`src/sv/oaht_slot_ram.sv`:
```
module oaht_slot_ram #(
  parameter int WIDTH = 8,
  parameter int DEPTH = 16
) (
  input  logic                     clk,
  input  logic                     we,
  input  logic [$clog2(DEPTH)-1:0] waddr,
  input  logic [WIDTH-1:0]         wdata,
  input  logic                     re,
  input  logic [$clog2(DEPTH)-1:0] raddr,
  output logic [WIDTH-1:0]         rdata
);

  logic [WIDTH-1:0] mem [DEPTH];

  always_ff @(posedge clk) begin
    if (we) begin
      mem[waddr] <= wdata;
    end
  end

  always_ff @(posedge clk) begin
    if (re) begin
      rdata <= mem[raddr];
    end
  end

endmodule

```
`config.mk`:
```
export PLATFORM = sky130hd
export DESIGN_NAME = oaht_slot_ram
export DESIGN_NICKNAME = d
export VERILOG_FILES = /design/src/sv/oaht_slot_ram.sv
export SDC_FILE = /design/constraint.sdc
export NUM_CORES = 1
export LEC_CHECK = 0
export ABC_AREA = 1
export BUFFER_PORTS_ARGS = -buffer_cell sky130_fd_sc_hd__buf_2
export CAP_MARGIN = 25
export CORE_UTILIZATION = 55
export DETAILED_ROUTE_END_ITERATION = 16
export HOLD_SLACK_MARGIN = 0.15
export PLACE_DENSITY = 0.73
export SLEW_MARGIN = 30
export SYNTH_ARGS = -nofsm -noshare
export SYNTH_HDL_FRONTEND = slang
export SYNTH_SLANG_ARGS = --single-unit
```
`constraint.sdc`:
```
create_clock -name clk -period 1.42 [get_ports clk]
set_input_delay 0.355 -clock clk [delete_from_list [all_inputs] [get_ports clk]]
set_output_delay 0.355 -clock clk [all_outputs]
set_load 0.02 [all_outputs]
```
==> out/metrics.cfg <==
[clock_tree]
cts_setup_buffers=0
clock-sinks=136
cts_tree=done
clk_pin_slew_worst_paths_ps=60
cts_buffer_depth=2
clk_latency_ps=520
cts_buffers=17
ctsRootBufferMaster=clkbuf_8
cts_max_level=4

[synthesis]
yosysTopAreaCellShare=0.698
synth_commonest_cells=nand2_1 (173), edfxtp_1 (136), inv_1 (100), nand3_1 (97), nor2_1 (17)
ys.flop_type=edfxtp_1
syn-mean-instance-area_um2=10.6
ys_types=11
postSynthNetCount=570
seq_area_frac_synth=0.698
synth_edf_count=136
synth_top_area_cell=edfxtp_1
ys_async_sr_fraction=0
synth_area_leaders=edfxtp_1 (70%), nand2_1 (11%), nand3_1 (8.3%)
synth_area_um2=5850
ys_seq_elements=136
synth_warnings=0
syn_inst=551
synth.most_common_cell=nand2_1

[worst_hold_path]
hold_depth=1
hold_class=input pin to flip-flop

[status]
violations=setup timing
status=finished, violations left

[worst_setup_path]
critPathLaunchType=flip-flop
cp_slowest_cell=edfxtp_1
critPathBufInv=1
cp_cell_sequence=buf_6
crit_path_max_fanout=1
critPathRequiredTime_ps=1070
crit_type=flip-flop to primary output
cp_top_family=flip-flops
critical_path_arrival_ps=1120
crit_cells=1
r2r_cells=6
critPathMaxStageDelay_ps=440
end_kind=primary output

[drt]
drc=0
drtPass1Iterations=5
ant_nets=0
num_vias=4029
wirelength_um=13500
dr.first_iter.drc_count=370
via_per_inst=5.39
routedWlPerCell_um=18.1

[grt]
grt_pass1_wl_um=21200
grt_pass1_vias=3938
grt_overflow_total=0
grt_max_degree=52
grt_antenna_before_repair=0
grtUsageTotal=0.266

[layout]
layout.nets=618
area_growth_pct=18.4
stdcell_area_um2=6920
drive_gt1_frac=0.136
final_util=0.670
final_cells=748
antenna_cells=0

[pwr]
p_leak_nw=3.01
vdd_drop_max_mv=0.763
p_per_area_nw_per_um2=1420

[floorplan]
rows=37
ioPinCount=27
start_util=0.566
die_area_um2=11000
coreArea_um2=10300
die_h_um=105
die_w_um=105

[place]
place_congestion=0.850
io_buffer_count=26
placed_area_um2=6250
placedCellCount=716
dp_hpwl_um=8100

[timing]
worstMarginPinSlew_ps=620
slew-limit-headroom=0.586
max_freq_mhz=678
skew_ps=10.4
timing.final.ws_setup_ps=-55.8
worst_hold_slack_ps=204
rsz0062_at_grt=yes
finalSetupViolations=7
maxSlewViolCount=0
hold_viol=0
post-route-period-util=1.04
min_period_ps=1480

[job]
drv_cap=0

flip-flops by register name, indices dropped and copies added, names as in the netlist:
register	count
mem	128
rdata	8
final timing paths:
check / startpoint / to / slack, ps
setup / recovery: rdata[5] / rdata[5] / -60
hold reg to reg: mem[12][1] / rdata[1] / 730
hold / removal: re / rdata[2] / 200
setup reg to reg: mem[13][4] / rdata[4] / 290
final cells by class:
type	count	area [um2]
fill	774	3400
multi-input combinational	289	1210
sequential	136	4080
clock buffer	19	422
clock inverter	13	203
inverter	102	383
timing repair buffer	53	445
tap	136	170
timing repair:
action | 4_1_cts | 5_1_grt
setup endpoints to repair | 7 | 8
gates resized for setup | 12 | 4
pin swaps | 0 | 0
hold buffers | 0 | 0
gates cloned | 0 | 0
kinds of logic after synthesis:
| group | after synthesis | synth area share |
|---|---|---|
| flops | 136 | 0.698 |
| simple gates | 289 | 0.208 |
| buf+inv | 126 | 0.0939 |
report_power, final:
| group | total (mW) | internal, mW | switching (mW) |
|---|---|---|---|
| sequential | 4.56 | 4.52 | 0.0354 |
| combinational | 0.615 | 0.204 | 0.411 |
| clock | 4.64 | 3.02 | 1.62 |
| total | 9.82 | 7.75 | 2.07 |
metal layers:
| metal | track usage | routed length, um |
|---|---|---|
| met3 | 0.0512 | 930 |
| met4 | 0.0956 | 252 |
| met5 | 0 | 0 |
| met1 | 0.339 | 5440 |
| met2 | 0.454 | 6920 |
per-stage QoR:
stage	TNS [ps]	worst slack (ps)	power, mW
2_1_floorplan	0	114	4.97
3_3_place_gp	-733	-117	5.21
3_5_place_dp	-933	-143	5.22
4_1_cts	-321	-55.0	9.83
5_1_grt	-418	-71.0	10.1
6_report	-291	-55.8	9.82
placed cells by master (no fill, tap or decap):
master / instances
inv_2: 2
clkbuf_16: 16
clkinv_1: 2
inv_1: 100
buf_2: 18
clkbuf_8: 1
buf_4: 22
bufinv_16: 5
nand2_1: 173
nand3b_1: 2
nand3_1: 97
buf_6: 8
clkbuf_1: 2
clkinv_4: 4
clkinv_2: 2
edfxtp_1: 136
nor2_1: 17
buf_12: 5
(Power assumes the default switching activity.)
