`config.mk`:
```
export PLATFORM = sky130hd
export DESIGN_NAME = oaht_slot_flags
export DESIGN_NICKNAME = d
export VERILOG_FILES = /design/src/sv/oaht_pkg.sv /design/src/sv/oaht_slot_flags.sv
export SDC_FILE = /design/constraint.sdc
export NUM_CORES = 1
export LEC_CHECK = 0
export BUFFER_PORTS_ARGS = -buffer_cell sky130_fd_sc_hd__buf_2
export CORE_MARGIN = 10
export CORE_UTILIZATION = 45
export DETAILED_ROUTE_END_ITERATION = 6
export GPL_TIMING_DRIVEN = 1
export PLACE_DENSITY = 0.56
export SLEW_MARGIN = 20
export SYNTH_ARGS = -nofsm -noshare
export SYNTH_HDL_FRONTEND = slang
export SYNTH_SLANG_ARGS = --single-unit
```
`constraint.sdc`:
```
create_clock -name clk -period 5.9 [get_ports clk]
set_input_delay 0.295 -clock clk [delete_from_list [all_inputs] [get_ports clk]]
set_output_delay 0.295 -clock clk [all_outputs]
set_load 0.01 [all_outputs]
```
`src/sv/oaht_pkg.sv`:
```
package oaht_pkg;

  localparam int SLOTS      = 256;  // power of two: start slot is the low hash bits
  localparam int SLOT_BITS  = $clog2(SLOTS);
  localparam int KEY_BITS   = 32;
  localparam int VALUE_BITS = 64;
  localparam int COUNT_BITS = $clog2(SLOTS + 1);
  localparam int ENTRY_BITS = KEY_BITS + VALUE_BITS;

  // the put load check compares 4*(count+1) against 3*SLOTS
  localparam int LOAD_BITS = COUNT_BITS + 2;
  localparam logic [LOAD_BITS-1:0] LOAD_LIMIT = LOAD_BITS'(3 * SLOTS);

  typedef enum logic [1:0] {
    CMD_PUT    = 2'd0,
    CMD_GET    = 2'd1,
    CMD_REMOVE = 2'd2,
    CMD_CLEAR  = 2'd3
  } cmd_t;

  typedef enum logic [1:0] {
    ST_OK      = 2'd0,
    ST_MISSING = 2'd1,
    ST_FULL    = 2'd2
  } status_t;

  typedef struct packed {
    cmd_t        cmd;
    logic [31:0] key_id;
    logic [31:0] key_hash;
    logic [63:0] put_value;
  } in_word_t;

  typedef struct packed {
    status_t                 status;
    logic                    is_new;
    logic [VALUE_BITS-1:0]   found_value;
    logic [COUNT_BITS-1:0]   occupied_count;
  } out_word_t;

  // single-slot write to the used/tomb flag memory
  typedef struct packed {
    logic                 wr;
    logic [SLOT_BITS-1:0] addr;
    logic                 used;
    logic                 tomb;
  } flag_req_t;

endpackage

```
`src/sv/oaht_slot_flags.sv`:
```
module oaht_slot_flags (
  input  logic                           clk,
  input  oaht_pkg::flag_req_t            req,
  input  logic                           rd_en,
  input  logic [oaht_pkg::SLOT_BITS-1:0] raddr,
  output logic                           rd_used,
  output logic                           rd_tomb
);

  // {used, tomb} per slot; emptied by the sequencer's sweep
  logic [1:0] flags [oaht_pkg::SLOTS];

  always_ff @(posedge clk) begin
    if (req.wr) begin
      flags[req.addr] <= {req.used, req.tomb};
    end
  end

  // registered read, lines up with the slot RAM read
  always_ff @(posedge clk) begin
    if (rd_en) begin
      {rd_used, rd_tomb} <= flags[raddr];
    end
  end

endmodule

```
==> results.toml, run 1 <==
[timing]
fmax_mhz = 373.4
rsz0062_at_grt = "no"
min_period_ns = 2.678
fin_worst_skew_ns = 0.02174
relSlewSlack_pct = 24.98
setup_tns_ns = 0
period_share_pct = 45.39
hold_violations = 0
setup_viol = 0
tightest_slew_ns = 1.122
setup_slack_ns = 3.222
finalMaxSlewViolations = 0

[clock_network]
cts_inserted_buffers = 53
clock_latency_ns = 0.60
clock-root-buffer = "clkbuf_16"
cts_tree = "built"
post_cts_buffers = 0
clock-sinks = 514
clockBufferDepth = 3
htreeDepth = 2
cts_resized = 0
cts.reportedPaths.clkPinSlew_ns = 0.06

[power]
seqPwrFrac_pct = 53.8
p_sw_w = 0.001608
p_int_w = 0.005879
peakVddDrop_v = 0.0002176
finalPower_w = 0.007488
p_comb_share_pct = 5.2
p_per_area_nw_per_um2 = 318.9
cellLeakagePower_nw = 7.221
sw_frac_of_total_pct = 21.48
pwr-share-clk_pct = 41.0

[worst_setup_path]
critPathKind = "in -> reg"
crit_cells = 7
cp_cell_sequence = "buf_8 > buf_4 > mux4_2 > a211oi_1 > o21ai_0 > a31oi_1 > a211oi_2"
cp_slowest_cell = "mux4_2"
cp.buffers_inverters = 2
start_kind = "input port"
critPathMaxFanout = 68
critPathArrivalTime_ns = 3.01
crit_family = "buffers and inverters"
max_stage_delay_ns = 0.55
startpoint = "raddr[0]"
worst-r2r-setup-slack_ns = 3.52
crit_required_ns = 6.23
reg2reg_depth = 6
r2r_start = "flags[153][0]$_DFFE_PP_"
rr_endpoint = "rd_tomb$_DFFE_PP_"
cp-end-kind = "flip-flop"

[synth]
yosysMostFrequentCell = "edfxtp_1"
ys_ff_latch = 514
synthArstFlopShare_pct = 0
avgSynthCellArea_sq_um = 17.23
synthCells = 1242
synth_edf_count = 514
syn-cell-area_sq_um = 21400
synth_ff_type = "edfxtp_1"
synth_area_leaders = "edfxtp_1, mux4_2, nor2_1"
yosysWarnings = 0
seq_area_frac_synth_pct = 72.12
synth_common_cells = "edfxtp_1, nor2_1, mux4_2"
yosys.area.top_type = "edfxtp_1"
yosysUniqueCellTypes = 50
synth_top_area_share_pct = 72.12
syn_nets = 1263

[layout]
final_cells = 1902
final_nets = 1278
fin_area_sq_um = 23480
drive_gt1_share_pct = 16.31
num-fill-cells = 3869
area_delta_synth_final_pct = 9.717

[placed_design]
dp_cells = 1808
placed_cell_area_sq_um = 21920
hpwlAfterDp_um = 31870
pre_cts_ws_ns = 2.554
gp_congestion = 0.7962
io_buffers = 22

[hold_path]
hp-class = "in -> reg"
min_from = "req[0]"
worstHoldEndpoint = "flags[146][0]$_DFFE_PP_"
hold_path_depth = 1

[floorplan]
core_sq_um = 46750
die-area_sq_um = 56680
die_w_um = 238.1
initial_utilization_pct = 45.78
rows = 79
fp.dieH_um = 238.1
pin_count = 23

[job]
maxCapViolCount = 0

[detailed_routing]
vias_per_cell = 6.017
drt_iter0_drc = 1273
remaining_drc_errors = 0
dr.pass1.iters = 5
wl_per_cell_um = 27.93
vias = 11450
drt-total-wl_um = 53130
ant_nets = 0

[run_status]
status = "finished, final reports clean"

[global_routing]
grt_max_degree = 101
grt_antenna_before_repair = 2
first_global_vias = 11820
grt_pass1_wl_um = 78110
overflow = 0
track_usage_pct = 18.82
[cell type report]
class | count | area, sq um | area share [%]
Timing Repair Buffer | 50 | 370.4 | 1.577
Inverter | 6 | 22.52 | 0.09591
Antenna cell | 1 | 2.502 | 0.01066
Clock buffer | 67 | 1379 | 5.872
Multi-Input combinational cell | 632 | 5345 | 22.76
Clock inverter | 25 | 167.7 | 0.7140
Tap cell | 607 | 759.5 | 3.234
Sequential cell | 514 | 15430 | 65.73
[logic make-up after synthesis]
| kind of cell | count (synthesis) | synth area share (%) |
|---|---|---|
| AND/OR/NAND/NOR | 354 | 6.752 |
| multiplexers | 171 | 14.36 |
| flip-flops | 514 | 72.12 |
| AO/OA/AOI/OAI | 107 | 3.853 |
| buffers and inverters | 96 | 2.917 |
[layer usage]
metal | global-route usage (%) | up-vias | wire [um]
li1 | - | 4949 | -
met1 | 25.83 | 6001 | 22360
met2 | 30.11 | 402 | 25530
met3 | 3.665 | 91 | 4029
met4 | 5.495 | 2 | 1202
met5 | 0 | - | 13
[power by group through the flow]
stage	Clock, W	Combinational [W]	Sequential (W)
floorplan	0	0.000239	0.00411
global placement	0	0.000386	0.00411
detailed placement	0	0.000388	0.00411
CTS	0.00313	0.000390	0.00403
global route	0.00328	0.000415	0.00403
finish	0.00307	0.000387	0.00403
[registers in the layout (all words and copies together), names as in the netlist]
signal	cells
flags	512
rd_tomb	1
rd_used	1
[cell usage in the layout, fill, tap and decap left out, types with 14 or more instances in the layout]
cell       instances
o221ai_1          16
nand2_1           29
clkbuf_16         53
clkinv_1          14
clkbuf_1          14
nand3_1           27
buf_2             19
mux4_2            82
nor2_1           268
mux2i_1           61
mux4_1            20
edfxtp_1         514
buf_4             25
[stage by stage]
step                hold slack (ns)  utilization, %
floorplan                    0.3939               -
global placement             0.5748           46.89
detailed placement           0.5757           46.89
CTS                          0.1424           50.22
global route                 0.1691           50.22
finish                       0.1441           50.22
[worst max path at each step]
stage / end / slack, ns
after global placement: rd_tomb$_DFFE_PP_ / 2.62
after CTS: rd_tomb$_DFFE_PP_ / 3.19
after global routing: rd_tomb$_DFFE_PP_ / 2.99
final: rd_tomb$_DFFE_PP_ / 3.22
after detailed placement: rd_tomb$_DFFE_PP_ / 2.55
after floorplan: rd_tomb$_DFFE_PP_ / 3.70
[repair_timing]
item                                   in CTS  in global routing
setup endpoints to repair                   0                  0
endpoints found under the hold margin       2                  0
hold buffers                                1                  0
Note: power is estimated with default switching activity, not from simulation.
==> inputs of run 2 (changes only) <==
Clock period 5.9 ns to 2.8 ns, I/O delays scaled along.
==> run 2 against run 1 <==
Compared with the run above:
- sequential share of layout area shrank 1.5 points
- core utilization grew 1.1 points
- combinational power grew 130%
- setup slack lost 2.8 ns
- wire length shrank 0.95%
- global-route usage shrank 0.19 points
- clock skew shrank 0.0043 ns
- cell area grew 2.3%
- via count grew 0.77%
==> results.toml, run 2 (synthesized netlist as in run 1, its figures left out) <==
[run_status]
status = "finished, final reports clean"

[worst_setup_path]
crit_cells = 8
cp_slowest_cell = "mux4_1"
crit_required_ns = 3.14
max_stage_delay_ns = 0.53
cp_cell_sequence = "mux4_1 > a22o_1 > a211oi_1 > buf_4 > o21ai_0 > a31oi_1 > buf_4 > a311oi_2"
crit_family = "compound AO/OA/AOI/OAI gates"
rr_endpoint = "rd_used$_DFFE_PP_"
worst-r2r-setup-slack_ns = 0.42
cp_common_cell = "buf_4"
cp.buffers_inverters = 2
critPathMaxFanout = 1
start_kind = "flip-flop"
r2r_start = "flags[145][1]$_DFFE_PP_"
cp-end-kind = "flip-flop"
reg2reg_depth = 8
critPathArrivalTime_ns = 2.71
critPathKind = "reg -> reg"

[timing]
relSlewSlack_pct = 52.25
tightest_slew_ns = 0.7143
setup_viol = 0
setup_tns_ns = 0
fmax_mhz = 420.7
rsz0062_at_grt = "no"
period_share_pct = 84.89
hold_violations = 0
fin_worst_skew_ns = 0.01748
min_period_ns = 2.377
finalMaxSlewViolations = 0

[clock_network]
clock_latency_ns = 0.60
cts_tree = "built"
clockBufferDepth = 3
clock-sinks = 514
clock-root-buffer = "clkbuf_16"
cts.reportedPaths.clkPinSlew_ns = 0.06
cts_inserted_buffers = 54
htreeDepth = 2

[detailed_routing]
drt-total-wl_um = 52620
vias = 11530
vias_per_cell = 5.911
dr.pass1.iters = 5
wl_per_cell_um = 26.97
remaining_drc_errors = 0
drt_iter0_drc = 1089
ant_nets = 0

[layout]
largest_reg_flops = 512
final_util_pct = 51.37
layout_commonest_cell = "edfxtp_1"
top_register = "flags"
mostFrequentLayoutCells = "edfxtp_1, nor2_1, mux4_2"
final-seq-area_sq_um = 15430
drive_gt1_share_pct = 19.58
num-fill-cells = 3829
multi_input_area_sq_um = 5345
area_delta_synth_final_pct = 12.21
final_nets = 1324

[placed_design]
gp_congestion = 0.8009
hpwlAfterDp_um = 33540
io_buffers = 22

[global_routing]
grt_pass1_wl_um = 78300
track_usage_pct = 18.63
first_global_vias = 12080
overflow = 0
grt_antenna_before_repair = 4
grt_max_degree = 84

[power]
peakVddDrop_v = 0.0004576
finalPower_w = 0.01598
p_per_area_nw_per_um2 = 665.4
cellLeakagePower_nw = 7.525

[floorplan]
fp.dieH_um = 238.1
core_sq_um = 46750
die-area_sq_um = 56680
pin_count = 23
rows = 79
die_w_um = 238.1
initial_utilization_pct = 45.78

[hold_path]
hold_path_depth = 1
min_from = "req[1]"
hp-class = "in -> reg"
worstHoldEndpoint = "flags[182][1]$_DFFE_PP_"

[job]
maxCapViolCount = 0
[run 2: per-stage QoR]
stage          std cells  hold slack, ns  setup WS [ns]  cell area (sq um)
3_3_place_gp        1853          0.4291         0.1221              22390
3_5_place_dp        1853          0.4325        0.01384              22390
5_1_grt             1950         0.04949         0.2945              24010
6_report            1951         0.03062         0.4230              24020
4_1_cts             1950         0.02438         0.3842              24010
2_1_floorplan       1242          0.2389         0.7590              21400
[run 2: area by class of cell]
class / instances / share of cell area, %
antenna: 1 / 0.01042
clock buffer: 66 / 6.080
clock inverter: 30 / 0.6565
inverter: 6 / 0.09378
multi-input combinational: 632 / 22.26
sequential: 514 / 64.27
tap: 607 / 3.162
timing repair buffer: 95 / 3.470
[run 2: worst max-delay path by stage]
| stage | startpoint | end | slack, ns |
|---|---|---|---|
| finish | flags[145][1]$_DFFE_PP_ | rd_used$_DFFE_PP_ | 0.42 |
| global route | flags[144][1]$_DFFE_PP_ | rd_used$_DFFE_PP_ | 0.29 |
| CTS | flags[145][1]$_DFFE_PP_ | rd_used$_DFFE_PP_ | 0.38 |
| detailed placement | raddr[0] | rd_used$_DFFE_PP_ | 0.01 |
| global placement | raddr[0] | rd_used$_DFFE_PP_ | 0.12 |
| floorplan | raddr[0] | rd_tomb$_DFFE_PP_ | 0.76 |
[run 2: what timing repair did]
item / CTS / global route
hold buffers: 1 / 0
hold endpoints to repair: 2 / 0
setup buffers: 0 / 0
gates resized for setup: 0 / 0
[run 2: metal layers]
metal,wire length [um],GRT usage [%]
met2,25050,30.25
met3,3824,3.527
met1,22660,25.49
met5,30,0
met4,1056,4.835
[run 2: where the power goes]
part	internal (W)	switching, W
clock	0.00375	0.00285
sequential	0.00849	0.00000822
combinational	0.000320	0.000559
[run 2: worst register-to-register path, delay by kind of cell (launching register included)]
family                 cells  cell delay, ns
AO/OA/AOI/OAI              5            0.91
buffers and inverters      2            0.33
flip-flops                 1            0.36
multiplexers               1            0.53
==> inputs of run 3 (changes only) <==
Clock period 2.8 ns to 2.4 ns, I/O delays scaled along.
==> run 3 against run 2 <==
Compared with the run above:
- sequential power increased by 17%
- global-route usage increased by 0.48 points
- cell area increased by 2.7%
- clock-buffer cell count decreased by 1
- total power increased by 22%
- clock skew decreased by 0.0086 ns
- non-clock buffer count increased by 41
- sequential cell count unchanged
- first-iteration DRC count increased by 16%
- sequential share of layout area decreased by 1.7 points
- critical path type unchanged
- largest power group unchanged
==> results.toml, run 3 (synthesized netlist as in run 1, its figures left out) <==
[layout]
top_register = "flags"
num-fill-cells = 3764
drive_gt1_share_pct = 22.69
layout_commonest_cell = "edfxtp_1"
mostFrequentLayoutCells = "edfxtp_1, nor2_1, buf_4"
fin_area_sq_um = 24660
largest_reg_flops = 512
area_delta_synth_final_pct = 15.24
final_util_pct = 52.75
final_nets = 1365

[detailed_routing]
dr.pass1.iters = 5
drt_iter0_drc = 1262
drt-total-wl_um = 53760
vias = 11750
remaining_drc_errors = 0
ant_nets = 0
wl_per_cell_um = 26.94
vias_per_cell = 5.887

[clock_network]
cts_tree = "built"
post_cts_buffers = 0
cts_inserted_buffers = 54
clock_latency_ns = 0.59
clock-sinks = 514
cts.reportedPaths.clkPinSlew_ns = 0.06
clockBufferDepth = 3
clock-root-buffer = "clkbuf_16"
htreeDepth = 2

[worst_setup_path]
r2r_start = "flags[132][0]$_DFFE_PP_"
crit_cells = 6
crit_family = "compound AO/OA/AOI/OAI gates"
cp_slowest_cell = "a2111oi_1"
start_kind = "flip-flop"
critPathKind = "reg -> reg"
cp.buffers_inverters = 1
cp_cell_sequence = "mux4_2 > a2111oi_1 > o21ai_1 > a31oi_1 > buf_4 > a211oi_2"
startpoint = "flags[132][0]$_DFFE_PP_"
reg2reg_depth = 6
max_stage_delay_ns = 0.57
critPathMaxFanout = 1
worst-r2r-setup-slack_ns = 0.08
crit_required_ns = 2.74
critPathArrivalTime_ns = 2.67
cp-end-kind = "flip-flop"
rr_endpoint = "rd_tomb$_DFFE_PP_"
setup.worst_path.end = "rd_tomb$_DFFE_PP_"

[timing]
fin_worst_skew_ns = 0.008913
period_share_pct = 96.83
hold_violations = 0
tightest_slew_ns = 0.6527
min_period_ns = 2.324
finalMaxSlewViolations = 0
setup_viol = 0
relSlewSlack_pct = 56.11
rsz0062_at_grt = "no"
setup_tns_ns = 0
fmax_mhz = 430.3

[placed_design]
hpwlAfterDp_um = 35100
io_buffers = 22
placed_cell_area_sq_um = 22770
gp_congestion = 0.8439

[job]
maxCapViolCount = 0

[power]
peakVddDrop_v = 0.0005222
cellLeakagePower_nw = 7.859
p_per_area_nw_per_um2 = 793.6

[global_routing]
first_global_vias = 12230
grt_antenna_before_repair = 2
track_usage_pct = 19.11
grt_max_degree = 79
grt_pass1_wl_um = 79630
overflow = 0

[run_status]
status = "finished, final reports clean"

[floorplan]
die-area_sq_um = 56680
initial_utilization_pct = 45.78
core_sq_um = 46750
pin_count = 23
rows = 79
fp.dieH_um = 238.1
die_w_um = 238.1

[hold_path]
hp-class = "in -> reg"
## run 3: cell type report
cell class                 count  area, sq um  area share [%]
multi-input combinational    632         5378           21.81
clock inverter                35        375.4           1.522
timing repair buffer         136         1234           5.002
tap                          607        759.5           3.079
sequential                   514        15430           62.58
inverter                       6        22.52         0.09132
antenna                        1        2.502         0.01015
clock buffer                  65         1456           5.905
## run 3: timing repair
item,in CTS,in global routing
hold endpoints to repair,66,0
setup endpoints to repair,2,2
gates resized for setup,6,2
hold buffers,3,0
## run 3: where the power goes
| group | total [W] | internal [W] | switching (W) |
|---|---|---|---|
| sequential | 0.00991 | 0.00990 | 0.00000820 |
| clock | 0.00856 | 0.00517 | 0.00339 |
| combinational | 0.00110 | 0.000430 | 0.000675 |
## run 3: worst reg2reg max path: stages, from the launching register on
cell and delay, ns:
edfxtp_1 0.38, mux4_2 0.47, a2111oi_1 0.57, o21ai_1 0.14, a31oi_1 0.27, buf_4 0.19
a211oi_2 0.04
## run 3: worst min-delay path by stage
stage	to	startpoint	depth (start not counted)	slack, ns
finish	flags[163][1]$_DFFE_PP_	req[3]	3	0.10
CTS	flags[163][0]$_DFFE_PP_	req[3]	3	0.08
global placement	rd_tomb$_DFFE_PP_	rd_en	1	0.41
detailed placement	rd_tomb$_DFFE_PP_	rd_en	1	0.39
global route	flags[171][0]$_DFFE_PP_	req[3]	3	0.1
floorplan	flags[0][0]$_DFFE_PP_	req[0]	0	0.22
## run 3: through the flow
stage               setup WS [ns]  power [W]  hold WS (ns)  std cells
floorplan                  0.3790    0.01069        0.2189       1242
global placement          -0.2922    0.01119        0.4109       1892
detailed placement        -0.3971    0.01119        0.3879       1892
CTS                       0.03473    0.01972       0.07562       1995
global route            0.0002212    0.02013       0.09730       1995
finish                    0.07608    0.01957        0.1035       1996
## run 3: per-layer routing
layer | track usage (%) | vias up | routed length [um] | share of wire (%)
li1 | - | 5122 | - | -
met1 | 25.52 | 6131 | 22780 | 42
met2 | 31.66 | 409 | 26360 | 49
met3 | 3.389 | 87 | 3338 | 6.2
met4 | 5.612 | 2 | 1273 | 2.4
met5 | 0 | - | 13 | 0.024
