$ cat config.mk
export PLATFORM = sky130hd
export DESIGN_NAME = oaht_probe_seq
export DESIGN_NICKNAME = d
export VERILOG_FILES = /design/src/sv/oaht_pkg.sv /design/src/sv/oaht_probe_seq.sv
export SDC_FILE = /design/constraint.sdc
export NUM_CORES = 1
export LEC_CHECK = 0
export BUFFER_PORTS_ARGS = -buffer_cell sky130_fd_sc_hd__buf_4
export CAP_MARGIN = 0
export CORE_AREA = 10 10 161 163
export CTS_BUF_LIST = sky130_fd_sc_hd__clkbuf_4
export CTS_CLUSTER_DIAMETER = 100
export DETAILED_ROUTE_END_ITERATION = 8
export DIE_AREA = 0 0 171 173
export HOLD_SLACK_MARGIN = 0.02
export PLACE_DENSITY = 0.67
export SYNTH_ARGS = -nofsm -noshare
export SYNTH_HDL_FRONTEND = slang
export SYNTH_SLANG_ARGS = --single-unit
export TNS_END_PERCENT = 100
$ cat constraint.sdc
create_clock -name clk -period 7.5 [get_ports clk]
set_clock_uncertainty 0.1 [all_clocks]
set_input_delay 1.5 -clock clk [delete_from_list [all_inputs] [get_ports clk]]
set_output_delay 1.5 -clock clk [all_outputs]
set_load 0.05 [all_outputs]
$ cat src/sv/oaht_pkg.sv
package oaht_pkg;

  localparam int SLOTS      = 256;  // power of two: start slot is the low hash bits
  localparam int SLOT_BITS  = $clog2(SLOTS);
  localparam int KEY_BITS   = 32;
  localparam int VALUE_BITS = 64;
  localparam int COUNT_BITS = $clog2(SLOTS + 1);
  localparam int ENTRY_BITS = KEY_BITS + VALUE_BITS;

  // the put load check compares 4*(count+1) against 3*SLOTS
  localparam int LOAD_BITS = COUNT_BITS + 2;
  localparam logic [LOAD_BITS-1:0] LOAD_LIMIT = LOAD_BITS'(3 * SLOTS);

  typedef enum logic [1:0] {
    CMD_PUT    = 2'd0,
    CMD_GET    = 2'd1,
    CMD_REMOVE = 2'd2,
    CMD_CLEAR  = 2'd3
  } cmd_t;

  typedef enum logic [1:0] {
    ST_OK      = 2'd0,
    ST_MISSING = 2'd1,
    ST_FULL    = 2'd2
  } status_t;

  typedef struct packed {
    cmd_t        cmd;
    logic [31:0] key_id;
    logic [31:0] key_hash;
    logic [63:0] put_value;
  } in_word_t;

  typedef struct packed {
    status_t                 status;
    logic                    is_new;
    logic [VALUE_BITS-1:0]   found_value;
    logic [COUNT_BITS-1:0]   occupied_count;
  } out_word_t;

  // single-slot write to the used/tomb flag memory
  typedef struct packed {
    logic                 wr;
    logic [SLOT_BITS-1:0] addr;
    logic                 used;
    logic                 tomb;
  } flag_req_t;

endpackage

$ cat src/sv/oaht_probe_seq.sv
module oaht_probe_seq (
  input  logic                             clk,
  input  logic                             rst,
  input  logic                             in_valid,
  output logic                             in_ready,
  input  oaht_pkg::in_word_t               in_data,
  output logic                             res_valid,
  input  logic                             res_take,
  output oaht_pkg::out_word_t              res_word,
  output logic                             ram_we,
  output logic [oaht_pkg::SLOT_BITS-1:0]   ram_waddr,
  output logic [oaht_pkg::ENTRY_BITS-1:0]  ram_wdata,
  output logic                             ram_re,
  output logic [oaht_pkg::SLOT_BITS-1:0]   ram_raddr,
  input  logic [oaht_pkg::ENTRY_BITS-1:0]  ram_rdata,
  output oaht_pkg::flag_req_t              flag_req,
  input  logic                             rd_used,
  input  logic                             rd_tomb
);

  typedef enum logic [2:0] {
    S_WIPE,
    S_IDLE,
    S_READ,
    S_EVAL,
    S_DONE
  } state_t;

  state_t                              state;
  oaht_pkg::cmd_t                      cmd;
  logic [oaht_pkg::KEY_BITS-1:0]       key;
  logic [oaht_pkg::VALUE_BITS-1:0]     val;
  logic [oaht_pkg::SLOT_BITS-1:0]      idx;
  logic [oaht_pkg::SLOT_BITS-1:0]      n;
  logic [oaht_pkg::SLOT_BITS-1:0]      first_tomb;
  logic                                have_tomb;
  logic                                wipe_reply;
  logic [oaht_pkg::COUNT_BITS-1:0]     count;
  oaht_pkg::status_t                   res_status;
  logic                                res_is_new;
  logic [oaht_pkg::VALUE_BITS-1:0]     res_found;

  logic [oaht_pkg::KEY_BITS-1:0]       rd_key;
  logic [oaht_pkg::VALUE_BITS-1:0]     rd_val;
  logic [oaht_pkg::LOAD_BITS-1:0]      load4;
  logic                                put_full;
  logic                                key_match;
  logic                                is_empty;
  logic                                tomb_here;
  logic                                last;
  logic                                wiping;
  logic                                eval_put;
  logic                                put_hit;
  logic                                put_new_empty;
  logic                                put_new_exh;
  logic                                remove_hit;
  logic [oaht_pkg::SLOT_BITS-1:0]      tgt;

  assign rd_key = ram_rdata[oaht_pkg::ENTRY_BITS-1:oaht_pkg::VALUE_BITS];
  assign rd_val = ram_rdata[oaht_pkg::VALUE_BITS-1:0];

  always_comb begin
    load4     = {count + oaht_pkg::COUNT_BITS'(1), 2'b00};
    put_full  = load4 > oaht_pkg::LOAD_LIMIT;
    key_match = rd_used && (rd_key == key);
    is_empty  = !rd_used && !rd_tomb;
    tomb_here = !rd_used && rd_tomb;
    last      = (n == '1);
    wiping    = (state == S_WIPE);
    eval_put  = (state == S_EVAL) && (cmd == oaht_pkg::CMD_PUT);
    put_hit       = eval_put && key_match;
    put_new_empty = eval_put && is_empty;
    // probe wrapped all the way around: fall back on a tombstone
    put_new_exh   = eval_put && last && !key_match && !is_empty && (have_tomb || tomb_here);
    remove_hit    = (state == S_EVAL) && (cmd == oaht_pkg::CMD_REMOVE) && key_match;
    tgt = (put_hit || !have_tomb) ? idx : first_tomb;
  end

  assign in_ready  = (state == S_IDLE);
  assign res_valid = (state == S_DONE);
  assign res_word  = '{status: res_status, is_new: res_is_new,
                       found_value: res_found, occupied_count: count};

  assign ram_we    = put_hit || put_new_empty || put_new_exh;
  assign ram_waddr = tgt;
  assign ram_wdata = {key, val};
  assign ram_re    = (state == S_READ);
  assign ram_raddr = idx;

  // the sweep writes empty flags, one slot per cycle
  always_comb begin
    flag_req.wr   = wiping || ram_we || remove_hit;
    flag_req.addr = wiping ? n : (remove_hit ? idx : tgt);
    flag_req.used = !wiping && !remove_hit;
    flag_req.tomb = !wiping && remove_hit;
  end

  always_ff @(posedge clk) begin
    if (rst) begin
      state      <= S_WIPE;
      n          <= '0;
      wipe_reply <= 1'b0;
      count      <= '0;
      have_tomb  <= 1'b0;
    end else begin
      unique case (state)
        S_WIPE: begin
          n <= n + oaht_pkg::SLOT_BITS'(1);
          if (n == '1) begin
            state <= wipe_reply ? S_DONE : S_IDLE;
          end
        end
        S_IDLE: begin
          if (in_valid) begin
            cmd        <= in_data.cmd;
            key        <= in_data.key_id[oaht_pkg::KEY_BITS-1:0];
            val        <= in_data.put_value[oaht_pkg::VALUE_BITS-1:0];
            idx        <= in_data.key_hash[oaht_pkg::SLOT_BITS-1:0];
            n          <= '0;
            have_tomb  <= 1'b0;
            res_status <= oaht_pkg::ST_OK;
            res_is_new <= 1'b0;
            res_found  <= '0;
            unique case (in_data.cmd)
              oaht_pkg::CMD_CLEAR: begin
                count      <= '0;
                wipe_reply <= 1'b1;
                state      <= S_WIPE;
              end
              oaht_pkg::CMD_PUT: begin
                if (put_full) begin
                  res_status <= oaht_pkg::ST_FULL;
                  state      <= S_DONE;
                end else begin
                  state <= S_READ;
                end
              end
              oaht_pkg::CMD_GET, oaht_pkg::CMD_REMOVE: begin
                if (count == '0) begin
                  res_status <= oaht_pkg::ST_MISSING;
                  state      <= S_DONE;
                end else begin
                  state <= S_READ;
                end
              end
            endcase
          end
        end
        S_READ: begin
          state <= S_EVAL;
        end
        S_EVAL: begin
          priority if (key_match) begin
            if (cmd == oaht_pkg::CMD_GET) begin
              res_found <= rd_val;
            end
            state <= S_DONE;
          end else if (is_empty) begin
            if (cmd == oaht_pkg::CMD_PUT) begin
              res_is_new <= 1'b1;
              if (!have_tomb) begin
                count <= count + oaht_pkg::COUNT_BITS'(1);
              end
            end else begin
              res_status <= oaht_pkg::ST_MISSING;
            end
            state <= S_DONE;
          end else if (last) begin
            if (cmd == oaht_pkg::CMD_PUT) begin
              if (have_tomb || tomb_here) begin
                res_is_new <= 1'b1;
              end else begin
                res_status <= oaht_pkg::ST_FULL;
              end
            end else begin
              res_status <= oaht_pkg::ST_MISSING;
            end
            state <= S_DONE;
          end else begin
            if (tomb_here && !have_tomb) begin
              first_tomb <= idx;
              have_tomb  <= 1'b1;
            end
            idx   <= idx + oaht_pkg::SLOT_BITS'(1);
            n     <= n + oaht_pkg::SLOT_BITS'(1);
            state <= S_READ;
          end
        end
        S_DONE: begin
          if (res_take) begin
            state <= S_IDLE;
          end
        end
        default: begin
          state <= S_IDLE;
        end
      endcase
    end
  end

  a_load_bound: assert property (@(posedge clk) disable iff (rst)
    {count, 2'b00} <= oaht_pkg::LOAD_LIMIT)
    else $error("occupancy above load limit");

  a_full_is_put: assert property (@(posedge clk) disable iff (rst)
    res_valid && (res_status == oaht_pkg::ST_FULL) |-> (cmd == oaht_pkg::CMD_PUT))
    else $error("full status on a non-put command");

  a_new_is_put: assert property (@(posedge clk) disable iff (rst)
    res_valid && res_is_new |-> (cmd == oaht_pkg::CMD_PUT) && (res_status == oaht_pkg::ST_OK))
    else $error("new-key flag outside a successful put");

  a_clear_count: assert property (@(posedge clk) disable iff (rst)
    in_ready && in_valid && (in_data.cmd == oaht_pkg::CMD_CLEAR) |=> (count == '0) && wiping)
    else $error("clear did not zero the count");

endmodule

==> flow_summary.yaml, run 1 <==
cts:
  clock_latency_ps: 630
  htreeDepth: 2
  ctsHoldBuffers: 0
  cts_sinks: 203
  cts_root_buf: "clkbuf_4"
  cts_resized: 0
  path_clk_slew_ps: 60
  cts_tree: "built"
  clock_path_buffers: 3
  cts_setup_buffers: 0
  cts_inserted_buffers: 55
global_routing:
  grt_pass1_vias: 6661
  antenna_found_initial: 3
  gr-total-overflow: 0
  grt_start_max_net_pins: 85
  grt_first_pass_wirelength_mm: 41.17
  grtUsageTotal_pct: 18.28
logic_synthesis:
  synthCells: 590
  synth_area_um2: 8297
  synth_compound_area_share_pct: 5.746
  ys.flop_type: "edfxtp_1"
  syn_nets: 828
  syn_avg_cell_area_um2: 14.06
  ys_top_cells_by_area: "edfxtp_1, dfxtp_1, and3_1, xor2_1, nand2_1"
  synth_top_area_share_pct: 65.51
  ys_types: 59
  synthAdderAreaFrac_pct: 0.9048
  synth_top_family_by_area: "simple AND/OR/NAND/NOR gates"
  synth_largest_area_cell: "edfxtp_1"
  synth_edf_count: 181
  synth-xor-area-share_pct: 4.328
  async_flop_share_pct: 0
  synth_mux_area_share_pct: 1.689
  ys_seq_elements: 203
  ys_warn_count: 0
  synth-simple-area-share_pct: 14.51
  synth_seq_area_share_pct: 70.82
timing:
  fin_crit_ps: 5704
  post-route-period-util_pct: 76.05
  hold_violations: 0
  slew_violations: 0
  setup_tns_ps: 0
  tightestPinTransition_ps: 1183
  rsz0062_at_grt: "no"
  final-setup-viol-count: 0
  timing.fmax_mhz: 175.3
  max_slew_margin_pct: 20.56
setup_path:
  reg2reg_setup_slack_ps: 3890
  critical_path.max_fanout: 12
  crit_top_cell: "buf_4"
  critPathTopFamily: "simple AND/OR/NAND/NOR gates"
  start_kind: "input pin"
  arrival_ps: 4100
  crit_required_ps: 5900
  path_class: "input pin to output pin"
  worst_setup_path_end_kind: "output pin"
  crit_buf_inv: 2
  crit_slowest_cell: "nor4_4"
  slowest_delay_ps: 740
  crit_chain: "buf_4 > xor2_1 > nor4_1 > nand4_1 > nor4_4 > a211oi_1 > a22oi_1 > nand2_1 > buf_4"
power_and_ir_drop:
  p_comb_share_pct: 4.9
  powerDensity_nw_per_um2: 185.6
  p_sw_share_pct: 20.75
  clockPowerShare_pct: 41.6
  p_int_mw: 1.817
  power.leakage_nw: 5.222
  p_switching_uw: 475.7
  seq_power_share_pct: 53.5
  ir_drop_v: 0.0001213
cells_and_area:
  area_growth_pct: 48.85
  drive_gt1_share_pct: 49.11
  nets: 1270
  fin_area_um2: 12350
  nFillCells: 1985
route:
  drtAntennaViolNets: 0
  vias_per_cell: 4.912
  route.vias.total: 6676
  firstDrtPassIters: 5
  drtIter0Drc: 472
  wl_per_cell_um: 21.28
  routed_wl_mm: 28.92
  remaining_drc_errors: 0
floorplanning:
  chipWidth_um: 171
  core_um2: 22570
  die_area_um2: 29580
  ios: 435
  die_height_um: 173
  initial_core_util_pct: 36.76
  fp-row-count: 55
placement:
  port_buffers: 410
  place_area_um2: 11650
  hpwl_mm: 22.23
  gp_congestion: 0.8096
worst_hold_path:
  hp-class: "flop to flop"
job:
  drv_cap: 0
run_status:
  outcome: "completed"
[cell usage after synthesis, types with 2 or more instances]
master	instances
or2_0	2
mux2i_1	2
o21ai_0	22
nor2b_1	3
mux2_4	8
xnor2_1	2
ha_1	6
inv_1	9
clkbuf_1	25
o21ai_1	6
nor3_1	5
nor4_1	8
and3_1	70
a31oi_1	4
xor2_1	39
or3_1	7
nand2b_1	3
a22oi_1	8
a21oi_1	24
nand4_1	4
nand3_1	13
or4_1	2
edfxtp_1	181
nand2_1	40
nor2_1	35
o211a_1	2
nand3b_1	5
dfxtp_1	22
buf_6	2
nor3b_1	2
[worst reg2reg max path: stages, from the launching register on]
cell and delay [ps]:
edfxtp_1 420, xor2_1 200, nor3_1 470, nand4_1 270, nor4_4 630, nand3b_1 240
a21oi_4 180, buf_4 640
[metal layers]
| metal | global-route usage [%] | vias up | share of wire, % |
|---|---|---|---|
| li1 | - | 3131 | - |
| met1 | 18.92 | 3178 | 35 |
| met2 | 32.77 | 322 | 53 |
| met3 | 6.832 | 45 | 10 |
| met4 | 6.415 | 0 | 2.3 |
| met5 | 0 | - | 0 |
[stage by stage]
step / total power, mW / util (%) / hold slack, ps / setup WS [ps] / std cells
final: 2.292 / 54.71 / 429.2 / 1796 / 1359
after global routing: 2.398 / 54.71 / 465.4 / 1473 / 1359
after CTS: 2.328 / 54.68 / 423.4 / 1704 / 1356
after detailed placement: 1.363 / 51.64 / 414.8 / 1709 / 1260
after global placement: 1.360 / 51.64 / 383.3 / 1708 / 1260
after floorplan: 1.272 / - / 365.1 / 1099 / 590
[logic make-up (layout without fill, tap and decap cells)]
family          Yosys count  after routing
mux                      10             10
compound gates           78             78
simple gates            213            213
other cells               0              3
buf+inv                  39            520
xor+xnor                 41             41
flops                   203            203
fa+ha+maj                 6              6
[flip-flops by register name (all words and copies together), names as in the netlist]
register and count:
res_found 64, val 64, key 32, count 9, first_tomb 8, n 8, ram_raddr 8, state 3
cmd 2, res_status 2, have_tomb 1, res_is_new 1, wipe_reply 1
[worst paths after layout]
check / from / endpoint / depth (start not counted)
worst max-delay path: ram_rdata[88] / flag_req[7] / 9
worst min-delay path: n[5] / n[5] / 2
worst max register to register: key[11] / res_found[43] / 7
worst min register to register: n[5] / n[5] / 2
[power groups by stage]
stage                     Sequential [mW]  Combinational, mW  Clock, mW
after detailed placement             1.25              0.113          0
after global routing                 1.23              0.121       1.05
final                                1.23              0.112      0.954
after floorplan                      1.25             0.0221          0
after global placement               1.25              0.110          0
after CTS                            1.23              0.113      0.989
[cell type report]
cell class                      count  area (µm²)  share of cell area (%)
Tap cell                          285       356.6                   2.888
Antenna cell                        3       7.507                 0.06079
Sequential cell                   203        5877                   47.59
Clock buffer                       86       645.6                   5.228
Timing Repair Buffer              414        3108                   25.17
Clock inverter                     10       41.29                  0.3343
Inverter                           10       37.54                  0.3040
Multi-Input combinational cell    348        2276                   18.43
[placed cells by master, fill, tap and decap left out, drive strengths merged, types with 9 or more instances in the layout]
master,synthesis,final
xor2,39,39
and3,70,70
clkbuf,26,86
inv,10,11
nor2,37,37
nor4,9,9
edfxtp,181,181
dfxtp,22,22
o21ai,28,28
buf,3,414
nand3,14,14
nand2,42,42
a21oi,24,24
Note: power is estimated with default switching activity, not from simulation.
==> run 2, diff against run 1 <==
--- a/config.mk
+++ b/config.mk
@@ -5,6 +5,7 @@
 export SDC_FILE = /design/constraint.sdc
 export NUM_CORES = 1
 export LEC_CHECK = 0
+export ABC_AREA = 1
 export BUFFER_PORTS_ARGS = -buffer_cell sky130_fd_sc_hd__buf_4
 export CAP_MARGIN = 0
 export CORE_AREA = 10 10 161 163
@@ -13,7 +14,7 @@
 export DETAILED_ROUTE_END_ITERATION = 8
 export DIE_AREA = 0 0 171 173
 export HOLD_SLACK_MARGIN = 0.02
-export PLACE_DENSITY = 0.67
+export PLACE_DENSITY = 0.75
 export SYNTH_ARGS = -nofsm -noshare
 export SYNTH_HDL_FRONTEND = slang
 export SYNTH_SLANG_ARGS = --single-unit
==> constraint.sdc (replaced) <==
create_clock -name clk -period 4.95 [get_ports clk]
set_clock_uncertainty 0.1 [all_clocks]
set_input_delay 0.99 -clock clk [delete_from_list [all_inputs] [get_ports clk]]
set_output_delay 0.99 -clock clk [all_outputs]
set_load 0.05 [all_outputs]
==> run 2 against run 1 <==
Net effect: combinational power increased by 96%; clock power increased by 56%; sequential share of layout area decreased by 3.7 points; global-route usage increased by 2.5 points; die area unchanged; area after synthesis increased by 12%; largest cell class unchanged; critical path type is now flop to output pin.
==> flow_summary.yaml, run 2 <==
logic_synthesis:
  ys_top_cells_by_area: "edfxtp_1, nand2_1, inv_1, nor2_1, dfxtp_1"
  ys_seq_elements: 203
  synth_largest_area_cell: "edfxtp_1"
  synth_top_area_share_pct: 58.66
  synth_mux_area_share_pct: 0
  synth_area_um2: 9265
  synth_edf_count: 181
  synth-xor-area-share_pct: 1.512
  synth_compound_area_share_pct: 3.903
  async_flop_share_pct: 0
  ys_warn_count: 0
  synthTopCellsByCount: "nand2_1, edfxtp_1, inv_1, nor2_1, nand4_1"
  synth.most_common_cell: "nand2_1"
  synth-simple-area-share_pct: 21.92
  synthCells: 940
  ys_types: 45
  syn_nets: 1178
  syn_avg_cell_area_um2: 9.857
  ys.flop_type: "edfxtp_1"
  synth_top_family_by_area: "simple AND/OR/NAND/NOR gates"
  synth_seq_area_share_pct: 63.42
  synthAdderAreaFrac_pct: 0.8103
worst_hold_path:
  hp-class: "flop to flop"
global_routing:
  grt_pass1_vias: 8319
  antenna_found_initial: 1
  gr-total-overflow: 0
  grt_first_pass_wirelength_mm: 47.51
  grtUsageTotal_pct: 20.79
  grt_start_max_net_pins: 92
route:
  route.vias.total: 8303
  drtAntennaViolNets: 0
  routed_wl_mm: 32.17
  remaining_drc_errors: 0
  vias_per_cell: 4.833
  drtIter0Drc: 636
  wl_per_cell_um: 18.73
  firstDrtPassIters: 7
cts:
  clock_path_buffers: 3
  cts_resized: 0
  htreeDepth: 2
  cts_sinks: 203
  clock_latency_ps: 650
  cts_inserted_buffers: 56
  path_clk_slew_ps: 60
  ctsHoldBuffers: 0
  cts_root_buf: "clkbuf_4"
  cts_setup_buffers: 0
  cts_tree: "built"
floorplanning:
  chipWidth_um: 171
  ios: 435
  die_height_um: 173
  fp-row-count: 55
  core_um2: 22570
  die_area_um2: 29580
  initial_core_util_pct: 41.05
timing:
  rsz0062_at_grt: "no"
  setup_ws_ps: 716.1
  hold_violations: 0
  max_slew_margin_pct: 40.15
  post-route-period-util_pct: 85.53
  timing.fmax_mhz: 236.2
  setup_tns_ps: 0
  tightestPinTransition_ps: 897.8
  slew_violations: 0
  fin_crit_ps: 4234
  final-setup-viol-count: 0
  fin_hold_ws_ps: 399.0
power_and_ir_drop:
  p_comb_share_pct: 6.1
  clockPowerShare_pct: 41.8
  p_switching_uw: 787.7
  p_sw_share_pct: 22.10
  power.leakage_nw: 6.418
  powerDensity_nw_per_um2: 266.2
  ir_drop_v: 0.0002062
  power_mw: 3.564
  p_int_mw: 2.776
  seq_power_share_pct: 52.1
cells_and_area:
  area_growth_pct: 44.47
  stdcell_count: 1718
  largest_registers: "res_found x64, val x64, key x32"
  nets: 1631
  layout_commonest_cell: "buf_4"
  final_cell_mix: "buf_4, nand2_1, edfxtp_1"
  drive_gt1_share_pct: 37.43
  fin_util_pct: 59.30
  fin_area_um2: 13390
job:
  drv_cap: 0
setup_path:
  arrival_ps: 3140
  critical_path.max_fanout: 91
  path_class: "flop to output pin"
  start_kind: "flop"
  worst_setup_path_end_kind: "output pin"
  crit_required_ps: 3860
placement:
  port_buffers: 410
  place_ws_ps: 759.5
  dp_cells: 1620
  place_area_um2: 12680
  gp_congestion: 0.9392
  hpwl_mm: 25.36
run_status:
  outcome: "completed"
run 2: worst max-delay path: stages (launching register included):
cell	delay, ps
dfxtp_1	360
inv_2	50
nor2_2	120
inv_4	80
nor2_8	400
inv_4	430
nor2_1	200
inv_1	90
nor2_1	140
nand2_1	80
nor3_1	170
nor2_1	100
nand2_1	70
buf_4	190
run 2: metal layers:
metal | global-route usage (%) | vias to the layer above | wire length, µm
li1 | - | 3980 | -
met1 | 21.54 | 3852 | 11190
met2 | 36.06 | 403 | 16620
met3 | 8.540 | 68 | 3272
met4 | 8.735 | 0 | 1083
met5 | 0 | - | 0
run 2: path summary, 6_finish.rpt:
check | from | slack [ps] | to | depth (start not counted)
hold / removal | wipe_reply | 400 | wipe_reply | 2
setup reg to reg | key[24] | 1610 | res_found[19] | 8
hold reg to reg | wipe_reply | 400 | wipe_reply | 2
setup / recovery | state[0] | 720 | flag_req[10] | 13
run 2: area by class of cell:
type	count	area, µm²
fill	1929	9186
clock inverter	10	46.29
tap	285	356.6
clock buffer	87	653.1
multi-input combinational	535	2626
timing repair buffer	414	3133
antenna	1	2.502
sequential	203	5876
inverter	183	691.9
run 2: cells by family (layout without fill, tap and decap cells):
family,after synthesis,after routing
simple gates,455,455
flops,203,203
buf+inv,202,694
compound gates,58,58
xor+xnor,16,16
fa+ha+maj,6,6
other cells,0,1
run 2: power groups by stage:
stage	clock, mW	sequential, mW	combinational (mW)
6_report	1.49	1.86	0.219
5_1_grt	1.63	1.86	0.240
4_1_cts	1.54	1.86	0.218
3_5_place_dp	0	1.89	0.217
3_3_place_gp	0	1.89	0.211
2_1_floorplan	0	1.89	0.0692
==> run 3, diff against run 2 <==
--- a/config.mk
+++ b/config.mk
@@ -8,13 +8,13 @@
 export ABC_AREA = 1
 export BUFFER_PORTS_ARGS = -buffer_cell sky130_fd_sc_hd__buf_4
 export CAP_MARGIN = 0
-export CORE_AREA = 10 10 161 163
+export CORE_AREA = 10 10 159 161
 export CTS_BUF_LIST = sky130_fd_sc_hd__clkbuf_4
 export CTS_CLUSTER_DIAMETER = 100
 export DETAILED_ROUTE_END_ITERATION = 8
-export DIE_AREA = 0 0 171 173
+export DIE_AREA = 0 0 169 171
 export HOLD_SLACK_MARGIN = 0.02
-export PLACE_DENSITY = 0.75
+export PLACE_DENSITY = 0.73
 export SYNTH_ARGS = -nofsm -noshare
 export SYNTH_HDL_FRONTEND = slang
 export SYNTH_SLANG_ARGS = --single-unit
==> constraint.sdc (replaced) <==
create_clock -name clk -period 4.5 [get_ports clk]
set_clock_uncertainty 0.1 [all_clocks]
set_input_delay 0.9 -clock clk [delete_from_list [all_inputs] [get_ports clk]]
set_output_delay 0.9 -clock clk [all_outputs]
set_load 0.05 [all_outputs]
==> run 3 against run 2 <==
Net effect: global-route usage rose by 0.62 points; setup slack improved by 22 ps; non-clock buffer count did not move; sequential share of layout area barely moved; register-to-register slack improved by 200 ps; via count fell by 2.4%; power rose by 8.7%; highest routed layer unchanged.
==> flow_summary.yaml, run 3 (same netlist as run 2, synthesis figures left out) <==
floorplanning:
  die_area_um2: 28900
  core_um2: 22230
  die_height_um: 171
  chipWidth_um: 169
  fp-row-count: 55
  ios: 435
  initial_core_util_pct: 41.68
setup_path:
  start_kind: "flop"
  rr_startpoint: "key[24]"
  crit_chain: "xnor2_1 > nand2_1 > nor2_1 > nand2_1 > nor2_4 > nand4_4 > nand2_4 > nand2_1 > nand3_1 > nand2_1 > buf_4"
  reg2reg_depth: 9
  r2r-end: "res_found[21]"
  path_class: "flop to output pin"
  crit_top_cell: "nand2_1"
  crit_required_ps: 3500
  reg2reg_setup_slack_ps: 1810
  worst_setup_path_end_kind: "output pin"
  endpoint: "flag_req[9]"
  slowest_delay_ps: 410
  critical_path.max_fanout: 10
  crit_slowest_cell: "edfxtp_1"
  arrival_ps: 2760
  startpoint: "key[24]"
timing:
  slew_violations: 0
  post-route-period-util_pct: 83.60
  final-setup-viol-count: 0
  fin_crit_ps: 3762
  tightestPinTransition_ps: 848.6
  rsz0062_at_grt: "no"
  max_slew_margin_pct: 43.43
  setup_tns_ps: 0
  hold_violations: 0
  timing.fmax_mhz: 265.8
global_routing:
  antenna_found_initial: 2
  gr-total-overflow: 0
  grtUsageTotal_pct: 21.41
  grt_first_pass_wirelength_mm: 47.73
  grt_pass1_vias: 8400
  grt_start_max_net_pins: 83
route:
  remaining_drc_errors: 0
  vias_per_cell: 4.710
  firstDrtPassIters: 5
  wl_per_cell_um: 18.72
  drtAntennaViolNets: 0
  route.vias.total: 8106
  drtIter0Drc: 591
  routed_wl_mm: 32.22
power_and_ir_drop:
  p_switching_uw: 873.7
  power.leakage_nw: 6.406
  p_sw_share_pct: 22.56
  p_comb_share_pct: 6.2
  powerDensity_nw_per_um2: 289.7
  power_mw: 3.874
  seq_power_share_pct: 52.7
  p_int_mw: 3.000
  clockPowerShare_pct: 41.1
  ir_drop_v: 0.0002413
cells_and_area:
  seqCellArea_um2: 5876
  nets: 1630
  multi_input_area_um2: 2626
  final_cell_mix: "buf_4, nand2_1, edfxtp_1"
  stdcell_count: 1721
  drive_gt1_share_pct: 37.10
  largest_registers: "res_found x64, val x64, key x32"
  nFillCells: 1880
  layout_commonest_cell: "buf_4"
  fin_area_um2: 13370
  area_growth_pct: 44.32
cts:
  cts_sinks: 203
  clock_path_buffers: 3
  htreeDepth: 2
  cts_resized: 0
  cts_root_buf: "clkbuf_4"
  cts_inserted_buffers: 55
  cts_setup_buffers: 0
  clock_latency_ps: 680
  ctsHoldBuffers: 0
  cts_tree: "built"
  path_clk_slew_ps: 70
run_status:
  outcome: "completed"
placement:
  port_buffers: 410
  hpwl_mm: 25.29
  gp_congestion: 0.9292
  place_area_um2: 12680
  dp_cells: 1620
worst_hold_path:
  hp-class: "input pin to flop"
job:
  drv_cap: 0
[run 3: cell count changes in the layout (fill, tap and decap cells not counted)]
cell | before | now
inv_2 | 5 | 6
clkinv_1 | 7 | 13
clkbuf_4 | 87 | 80
clkinv_2 | 1 | 3
diode_2 | 1 | 2
[run 3: final cells by class]
class                   count  area share (%)
diodes                      2         0.03743
clock buffers              80           4.491
clock inverters            19          0.6176
inverters                 183           5.175
multi-input cells         535           19.64
flip-flops and latches    203           43.94
well taps                 285           2.667
repair buffers            414           23.43
[run 3: per-stage QoR]
| step | hold WS [ps] | setup WS (ps) | utilization (%) |
|---|---|---|---|
| 5_1_grt | 231.5 | 428.9 | 60.16 |
| 3_5_place_dp | 396.7 | 836.8 | 57.06 |
| 6_report | 296.1 | 738.0 | 60.16 |
| 4_1_cts | 223.5 | 667.2 | 60.14 |
| 3_3_place_gp | 384.9 | 826.0 | 57.06 |
| 2_1_floorplan | 362.7 | 273.2 | - |
[run 3: critical path: cells and delay by family, from the launching register on]
kind | cells | cell delay (ps)
simple gates | 9 | 1120
flops | 1 | 410
xor+xnor | 1 | 380
buf+inv | 1 | 180
[run 3: how the worst min path moves through the flow]
| stage | start | endpoint | slack [ps] | cells after the start |
|---|---|---|---|---|
| 2_1_floorplan | wipe_reply | wipe_reply | 360 | 2 |
| 3_3_place_gp | n[7] | n[7] | 380 | 2 |
| 3_5_place_dp | wipe_reply | wipe_reply | 400 | 2 |
| 4_1_cts | in_data[115] | key[19] | 220 | 1 |
| 5_1_grt | in_data[36] | val[36] | 230 | 1 |
| 6_report | in_data[115] | key[19] | 300 | 1 |
[run 3: metal layers]
layer | part of all wire [%] | vias to the layer above | GRT usage, %
li1 | - | 3984 | -
met1 | 35 | 3684 | 22.75
met2 | 51 | 373 | 36.41
met3 | 10 | 65 | 8.786
met4 | 3.7 | 0 | 10.06
met5 | 0 | - | 0
[run 3: power by group through the flow]
stage	Clock, mW	Combinational (mW)	Sequential (mW)
2_1_floorplan	0	0.0761	2.08
3_3_place_gp	0	0.232	2.08
3_5_place_dp	0	0.238	2.08
4_1_cts	1.65	0.240	2.04
5_1_grt	1.74	0.266	2.04
6_report	1.59	0.240	2.04
